==> config.mk <==
export PLATFORM = sky130hd
export DESIGN_NAME = four_class_priority_fifo_scheduler
export DESIGN_NICKNAME = d
export VERILOG_FILES = /design/src/fcpfs_pkg.sv /design/src/fcpfs_entry_ram.sv /design/src/fcpfs_class_ctrl.sv /design/src/four_class_priority_fifo_scheduler.sv
export SDC_FILE = /design/constraint.sdc
export NUM_CORES = 2
export LEC_CHECK = 0
export BUFFER_PORTS_ARGS = -buffer_cell sky130_fd_sc_hd__buf_2
export CAP_MARGIN = 15
export CORE_ASPECT_RATIO = 0.9
export CORE_MARGIN = 2
export CORE_UTILIZATION = 32
export DETAILED_ROUTE_END_ITERATION = 7
export SLEW_MARGIN = 0
export SYNTH_ARGS = -nofsm -noshare
export SYNTH_HDL_FRONTEND = slang
export SYNTH_SLANG_ARGS = --single-unit
==> constraint.sdc <==
create_clock -name clock -period 5.7 [get_ports clock]
set_input_delay 0.285 -clock clock [delete_from_list [all_inputs] [get_ports clock]]
set_output_delay 0.285 -clock clock [all_outputs]
set_load 0.005 [all_outputs]
==> src/fcpfs_pkg.sv <==
// shared types and constants of the four-class priority fifo scheduler
package fcpfs_pkg;

   localparam int NUM_CLASSES = 4;
   localparam int CLASS_W     = 2;
   localparam int TAG_W       = 16;
   localparam int AGE_W       = 7;
   localparam int ENTRY_W     = TAG_W + AGE_W + 1;

   localparam logic [AGE_W-1:0] THRESHOLD_RESET = 7'd60;

   // request codes
   localparam logic MODE_ENQ = 1'b0;
   localparam logic MODE_DEQ = 1'b1;

   // class codes, lower code is served first
   localparam logic [CLASS_W-1:0] CLASS_OLD_FLAG    = 2'd0;
   localparam logic [CLASS_W-1:0] CLASS_YOUNG_FLAG  = 2'd1;
   localparam logic [CLASS_W-1:0] CLASS_OLD_PLAIN   = 2'd2;
   localparam logic [CLASS_W-1:0] CLASS_YOUNG_PLAIN = 2'd3;

   // entry ram strobes
   typedef struct packed {
      logic wr_en;
      logic rd_en;
   } ram_ctrl_type;

endpackage

==> src/fcpfs_entry_ram.sv <==
// entry storage ram, one write port and one registered read port
module fcpfs_entry_ram
   import fcpfs_pkg::*;
#(
   parameter int ADDR_W = 6
) (
   input  logic               clock,
   input  ram_ctrl_type       ram_ctrl,
   input  logic [ADDR_W-1:0]  wr_addr,
   input  logic [ENTRY_W-1:0] wr_data,
   input  logic [ADDR_W-1:0]  rd_addr,
   output logic [ENTRY_W-1:0] rd_data
);

   localparam int DEPTH = 1 << ADDR_W;

   logic [ENTRY_W-1:0] mem [DEPTH];
   logic [ENTRY_W-1:0] rd_data_ff;

   always_ff @(posedge clock) begin
      if (ram_ctrl.wr_en) begin
         mem[wr_addr] <= wr_data;
      end
      if (ram_ctrl.rd_en) begin
         rd_data_ff <= mem[rd_addr];
      end
   end

   assign rd_data = rd_data_ff;

endmodule

==> src/fcpfs_class_ctrl.sv <==
// per-class head, tail and count registers, class pick and priority select
module fcpfs_class_ctrl
   import fcpfs_pkg::*;
#(
   parameter int QUEUE_DEPTH = 16,
   parameter int PTR_W       = 4
) (
   input  logic                     clock,
   input  logic                     reset,
   input  logic                     enq_fire,
   input  logic                     deq_fire,
   input  logic [AGE_W-1:0]         item_age,
   input  logic                     item_flag,
   input  logic [AGE_W-1:0]         threshold,
   output ram_ctrl_type             ram_ctrl,
   output logic [CLASS_W+PTR_W-1:0] wr_addr,
   output logic [CLASS_W+PTR_W-1:0] rd_addr,
   output logic                     deq_empty
);

   localparam int CNT_W = $clog2(QUEUE_DEPTH + 1);

   logic [PTR_W-1:0] head_ff  [NUM_CLASSES];
   logic [PTR_W-1:0] head_in  [NUM_CLASSES];
   logic [PTR_W-1:0] tail_ff  [NUM_CLASSES];
   logic [PTR_W-1:0] tail_in  [NUM_CLASSES];
   logic [CNT_W-1:0] count_ff [NUM_CLASSES];
   logic [CNT_W-1:0] count_in [NUM_CLASSES];

   logic [NUM_CLASSES-1:0] full;
   logic [NUM_CLASSES-1:0] busy;
   logic [CLASS_W-1:0]     enq_cls;
   logic [CLASS_W-1:0]     deq_cls;
   logic                   enq_ok;
   logic                   deq_ok;

   function automatic logic [PTR_W-1:0] next_slot(input logic [PTR_W-1:0] slot);
      logic [PTR_W-1:0] nxt;
      if (slot == PTR_W'(QUEUE_DEPTH - 1)) begin
         nxt = '0;
      end else begin
         nxt = slot + PTR_W'(1);
      end
      return nxt;
   endfunction

   // class pick by age and flag
   always_comb begin
      if (item_age >= threshold) begin
         enq_cls = item_flag ? CLASS_OLD_FLAG : CLASS_OLD_PLAIN;
      end else begin
         enq_cls = item_flag ? CLASS_YOUNG_FLAG : CLASS_YOUNG_PLAIN;
      end
   end

   for (genvar c = 0; c < NUM_CLASSES; c++) begin : g_status
      assign full[c] = (count_ff[c] == CNT_W'(QUEUE_DEPTH));
      assign busy[c] = (count_ff[c] != '0);
   end

   // lowest non-empty class wins
   always_comb begin
      deq_cls = '0;
      for (int c = NUM_CLASSES - 1; c >= 0; c--) begin
         if (busy[c]) begin
            deq_cls = CLASS_W'(c);
         end
      end
   end

   assign enq_ok    = enq_fire & ~full[enq_cls];
   assign deq_ok    = deq_fire & (|busy);
   assign deq_empty = ~(|busy);

   always_comb begin
      for (int c = 0; c < NUM_CLASSES; c++) begin
         head_in[c]  = head_ff[c];
         tail_in[c]  = tail_ff[c];
         count_in[c] = count_ff[c];
         if (enq_ok && (enq_cls == CLASS_W'(c))) begin
            tail_in[c]  = next_slot(tail_ff[c]);
            count_in[c] = count_ff[c] + CNT_W'(1);
         end
         if (deq_ok && (deq_cls == CLASS_W'(c))) begin
            head_in[c]  = next_slot(head_ff[c]);
            count_in[c] = count_ff[c] - CNT_W'(1);
         end
      end
   end

   always_ff @(posedge clock) begin
      if (reset) begin
         for (int c = 0; c < NUM_CLASSES; c++) begin
            head_ff[c]  <= '0;
            tail_ff[c]  <= '0;
            count_ff[c] <= '0;
         end
      end else begin
         for (int c = 0; c < NUM_CLASSES; c++) begin
            head_ff[c]  <= head_in[c];
            tail_ff[c]  <= tail_in[c];
            count_ff[c] <= count_in[c];
         end
      end
   end

   assign ram_ctrl.wr_en = enq_ok;
   assign ram_ctrl.rd_en = deq_ok;
   assign wr_addr        = {enq_cls, tail_ff[enq_cls]};
   assign rd_addr        = {deq_cls, head_ff[deq_cls]};

endmodule

==> src/four_class_priority_fifo_scheduler.sv <==
// top level of the four-class strict-priority fifo scheduler
//
//   channel | ports                                   | direction | handshake
//   --------+-----------------------------------------+-----------+----------------
//   req     | mode, item_tag, item_age, item_flag     | in        | valid / stall
//   rsp     | all_empty, out_tag, out_age, out_flag   | out       | valid / stall
//   csr     | data (age threshold)                    | in        | valid / ready
//
// one transaction per cycle on req unless req stalls; a dequeue shows its result in the
// cycle after acceptance, set by the registered read port of the entry ram
// an enqueue gives no result; enqueue and dequeue never share a cycle
// reset clears heads, tails and counts in flip-flops at once, no clearing pass
// req stalls only while a result waits in the output register under rsp stall
module four_class_priority_fifo_scheduler
   import fcpfs_pkg::*;
#(
   parameter int QUEUE_DEPTH = 16
) (
   input  logic             clock,
   input  logic             reset,
   // request channel
   input  logic             req_valid,
   output logic             req_stall,
   input  logic             req_mode,
   input  logic [TAG_W-1:0] req_item_tag,
   input  logic [AGE_W-1:0] req_item_age,
   input  logic             req_item_priority_flag,
   // result channel
   output logic             rsp_valid,
   input  logic             rsp_stall,
   output logic             rsp_all_empty,
   output logic [TAG_W-1:0] rsp_out_tag,
   output logic [AGE_W-1:0] rsp_out_age,
   output logic             rsp_out_priority_flag,
   // threshold register write
   input  logic             csr_valid,
   output logic             csr_ready,
   input  logic [AGE_W-1:0] csr_data
);

   localparam int PTR_W  = $clog2(QUEUE_DEPTH);
   localparam int ADDR_W = CLASS_W + PTR_W;

   logic [AGE_W-1:0]   threshold_ff;
   logic [AGE_W-1:0]   threshold_in;
   logic               rsp_valid_ff;
   logic               rsp_valid_in;
   logic               rsp_empty_ff;
   logic               rsp_empty_in;

   logic               req_fire;
   logic               enq_fire;
   logic               deq_fire;
   logic               deq_empty;
   ram_ctrl_type       ram_ctrl;
   logic [ADDR_W-1:0]  wr_addr;
   logic [ADDR_W-1:0]  rd_addr;
   logic [ENTRY_W-1:0] wr_data;
   logic [ENTRY_W-1:0] rd_data;

   // the output register is free unless a result is held under stall
   assign req_stall = rsp_valid_ff & rsp_stall;
   assign req_fire  = req_valid & ~req_stall;
   assign enq_fire  = req_fire & (req_mode == MODE_ENQ);
   assign deq_fire  = req_fire & (req_mode == MODE_DEQ);

   // packed entry: tag, age, flag
   assign wr_data = {req_item_tag, req_item_age, req_item_priority_flag};

   // threshold register, always ready
   assign csr_ready    = 1'b1;
   assign threshold_in = (csr_valid && csr_ready) ? csr_data : threshold_ff;

   // result register: a new result loads on a dequeue, otherwise
   // the held one drains when the consumer takes it
   always_comb begin
      rsp_valid_in = rsp_valid_ff & rsp_stall;
      rsp_empty_in = rsp_empty_ff;
      if (deq_fire) begin
         rsp_valid_in = 1'b1;
         rsp_empty_in = deq_empty;
      end
   end

   always_ff @(posedge clock) begin
      if (reset) begin
         threshold_ff <= THRESHOLD_RESET;
         rsp_valid_ff <= 1'b0;
         rsp_empty_ff <= 1'b0;
      end else begin
         threshold_ff <= threshold_in;
         rsp_valid_ff <= rsp_valid_in;
         rsp_empty_ff <= rsp_empty_in;
      end
   end

   fcpfs_class_ctrl #(
      .QUEUE_DEPTH (QUEUE_DEPTH),
      .PTR_W       (PTR_W)
   ) u_class_ctrl (
      .clock     (clock),
      .reset     (reset),
      .enq_fire  (enq_fire),
      .deq_fire  (deq_fire),
      .item_age  (req_item_age),
      .item_flag (req_item_priority_flag),
      .threshold (threshold_ff),
      .ram_ctrl  (ram_ctrl),
      .wr_addr   (wr_addr),
      .rd_addr   (rd_addr),
      .deq_empty (deq_empty)
   );

   // read data stays put until the next dequeue, which only happens once
   // the held result has been taken
   fcpfs_entry_ram #(
      .ADDR_W (ADDR_W)
   ) u_entry_ram (
      .clock    (clock),
      .ram_ctrl (ram_ctrl),
      .wr_addr  (wr_addr),
      .wr_data  (wr_data),
      .rd_addr  (rd_addr),
      .rd_data  (rd_data)
   );

   // empty result forces the payload to zero
   assign rsp_valid             = rsp_valid_ff;
   assign rsp_all_empty         = rsp_empty_ff;
   assign rsp_out_tag           = rsp_empty_ff ? '0 : rd_data[ENTRY_W-1 -: TAG_W];
   assign rsp_out_age           = rsp_empty_ff ? '0 : rd_data[AGE_W:1];
   assign rsp_out_priority_flag = rsp_empty_ff ? 1'b0 : rd_data[0];

endmodule

==> metrics.md <==
| Metric | Value |
|---|---|
| Peak supply drop | `611.6 µV` |
| Pwr per Cell Area | `between 400 and 500 mW/mm²` |
| Clk buf depth | `3` |
| Setup WS post-layout | `roughly 950 ps` |
| Synth Instances | `4180` |
| Multi-input logic area | `0.01692 mm²` |
| Main flop type after synthesis | `edfxtp_1` |
| Critical Path RT | `~6400 ps` |
| Final Cell Area | `0.07551 mm²` |
| Worst-path clk slew | `~60 ps` |
| Status | `completed` |
| CTS resizes | `0` |
| Num CTS Buffers | `between 150 and 200` |
| Final #Nets | `around 4400` |
| Worst slew pin tran | `1220 ps` |
| Remaining antenna violation count | `0` |
| Hold_sp | `req_valid` |
| Die Y | `434.6 µm` |
| Fraction of registers with async set/reset | `0%` |
| Core area | `~0.2 mm²` |
| Critical Path Start Type | `flop` |
| Peak Freq | `210.3 MHz` |
| Post-Layout Cell Count | `about 7200` |
| Share of layout cells above drive strength 1 | `12.29%` |
| Global-route wire length before repair | `252300 µm` |
| Crit-path max FO | `54` |
| Sequential area share after synthesis | `72.90%` |
| Clk root buf | `clkbuf_16` |
| Reg2reg path depth | `11` |
| Final design utilization | `36.76%` |
| Total global routing track utilization | `16.45%` |
| Leading area contributor after synthesis | `edfxtp_1` |
| Worst path cell trace | `nor4_1, nand2b_1, o311ai_1, o21a_4, buf_12, buf_4, mux2i_1, mux2i_1, o22ai_1, or4_1, o211ai_1` |
| # hold bufs at CTS | `23` |
| Wire per inst | `around 24 µm` |
| Top-count cell post-synth | `edfxtp_1` |
| Flops & latches, synth | `~1600` |
| Dpl cells | `between 6000 and 7000` |
| CTS tree | `yes` |
| Most Frequent Cell on Critical Path | `mux2i_1` |
| Fin. Hold Viols | `0` |
| WS Path Type | `reg2reg` |
| CP arrival | `5410 ps` |
| Syn Area/Cell | `15.77 µm²` |
| Yosys top cell area share | `71.05%` |
| First-iteration detailed-routing DRC count | `4695` |
| WHS | `65.15 ps` |
| Via density | `5.139` |
| Die area | `0.2097 mm²` |
| Top cells by area, synth | `edfxtp_1 71%, mux2i_1 13%, nand2_1 3.1%, dfxtp_1 1.9%, buf_2 0.87%` |
| First drt pass iteration count | `8` |
| Max stage delay cell, worst path | `or4_1` |
| Mapped Nets | `4248` |
| I/O Buffers | `63` |
| Antenna violations before repair | `22` |
| CP Launch Point | `u_class_ctrl.count_ff[1][0]` |
| Clock Skew | `between 40 and 50 ps` |
| Drt drc | `0` |
| Worst hold path endpoint | `rsp_all_empty` |
| Slowest stage delay, CP | `roughly 740 ps` |
| Slew margin rel. | `18.47%` |
| Clk Latency, worst-skew pair | `810 ps` |
| Period utilization | `83.41%` |
| Total Routed Length | `175000 µm` |
| Total Power | `34.43 mW` |
| LEAKAGE | `approximately 25 nW` |
| Total negative slack | `0 ps` |
| Reg2Reg Launch Point | `u_class_ctrl.count_ff[1][0]` |
| Reg2reg setup slack | `950 ps` |
| Synth cell count leaders | `1560 x edfxtp_1, 859 x mux2i_1, 548 x nand2_1` |
| Endpoints failing setup | `0` |
| EDFF count, synth | `approximately 1600` |
| Initial Utilization | `32.10%` |
| # clock sinks | `1621` |
| Vias in the first global route | `about 36000` |
| Gpl congestion | `0.8383` |
| GRT overflow | `0` |
| Die X | `482.5 µm` |
| Max_cap viols | `0` |
| Post-synthesis cell type count | `62` |
| RSZ-0062 raised after global routing | `no` |
| Final min period | `4754 ps` |
| Path category of the worst min-delay check | `in2reg` |
| Reg2reg end | `u_entry_ram.rd_data[12]` |
| H-tree levels | `4` |
| Slew Limit Fails | `0` |
| Synth warn | `0` |
| Largest net degree at the start of global routing | `around 120` |
| Worst Hold Depth | `4` |
| Area after DPL | `0.07025 mm²` |
| Hpwl dp | `100400 µm` |
| Via count | `around 37000` |
| Seq. cell area | `0.04807 mm²` |
| Synth Cell Area | `between 0.06 and 0.07 mm²` |
| Pre-CTS setup slack | `990.2 ps` |
| Post-CTS Setup Inserts | `0` |
| Area Overhead vs Synth | `14.53%` |
| Type of element capturing the critical path | `flop` |
| Ports | `65` |
| Filler instances | `19130` |
| Cell Rows | `~160` |
logic make-up after synthesis:
group / Yosys count / share of synthesized area [%]
buffers and inverters: 270 / 1.938
DFF: 1621 / 72.90
muxes: 888 / 13.62
adders and majority gates: 31 / 0.6338
other: 1 / 0.005688
xor gates and xnor gates: 24 / 0.3188
and+or+nand+nor: 955 / 6.486
AOI/OAI and AO/OA: 390 / 4.095
per-layer routing:
| layer | wire length (µm) | up-vias | GRT usage (%) |
|---|---|---|---|
| li1 | - | 16410 | - |
| met4 | 5069 | 0 | 5.584 |
| met1 | 78100 | 18890 | 23.94 |
| met2 | 76530 | 1468 | 24.33 |
| met5 | 0 | - | 0 |
| met3 | 15320 | 241 | 3.394 |
state kept, by name (all words and copies together) (netlist names):
register	cells
u_entry_ram.mem	1536
u_class_ctrl.count_ff	20
u_class_ctrl.tail_ff	16
rsp_all_empty	1
u_entry_ram.rd_data	24
u_class_ctrl.head_ff	16
threshold_ff	7
rsp_valid	1
power breakdown:
group | internal [mW] | switching (mW) | leakage, nW
registers | 13.2 | 0.0562 | 14.5
clock network | 5.61 | 4.61 | 2.44
logic | 4.04 | 6.89 | 8.26
total | 22.9 | 11.6 | 25.2
cells in the final DEF, fill, tap and decap left out, types with 24 or more instances in the layout:
| cell | instances |
|---|---|
| a31oi_1 | 29 |
| mux2i_1 | 859 |
| o22a_1 | 24 |
| nor2_2 | 36 |
| mux2_2 | 24 |
| buf_2 | 63 |
| nand2_1 | 548 |
| nor2_1 | 48 |
| and3_1 | 74 |
| a21oi_1 | 100 |
| a311oi_1 | 49 |
| dfxtp_1 | 61 |
| o211ai_1 | 33 |
| clkbuf_16 | 162 |
| clkbuf_1 | 36 |
| or4_1 | 28 |
| inv_1 | 36 |
| o21ai_0 | 35 |
| a2bb2oi_1 | 24 |
| clkinv_1 | 27 |
| clkinv_2 | 28 |
| edfxtp_1 | 1560 |
| buf_4 | 140 |
| nor2b_1 | 30 |
| ha_1 | 27 |
| nand3_1 | 113 |
critical path: cells and delay by family (launching register included):
family | cells | cell delay (ps)
compound gates | 4 | 1480
buf+inv | 2 | 870
flops | 1 | 350
mux | 2 | 290
simple gates | 3 | 1570
final cells by class:
class / count / share of cell area (%)
flip-flops and latches: 1621 / 63.65
repair buffers: 244 / 2.591
well taps: 2720 / 4.507
clock inverters: 84 / 1.044
multi-input cells: 2289 / 22.41
inverters: 36 / 0.1790
diodes: 9 / 0.02983
clock buffers: 200 / 5.584
worst max-delay path by stage:
| stage | endpoint | slack (ps) | cells past startpoint |
|---|---|---|---|
| 3_3_place_gp | u_entry_ram.mem[58][5] | 910 | 13 |
| 6_report | u_entry_ram.rd_data[12] | 950 | 11 |
| 3_5_place_dp | u_entry_ram.mem[56][12] | 990 | 13 |
| 2_1_floorplan | u_entry_ram.mem[50][0] | 670 | 12 |
| 4_1_cts | u_entry_ram.rd_data[12] | 980 | 11 |
| 5_1_grt | u_entry_ram.rd_data[11] | 690 | 11 |
Note: power is estimated with default switching activity, not from simulation.
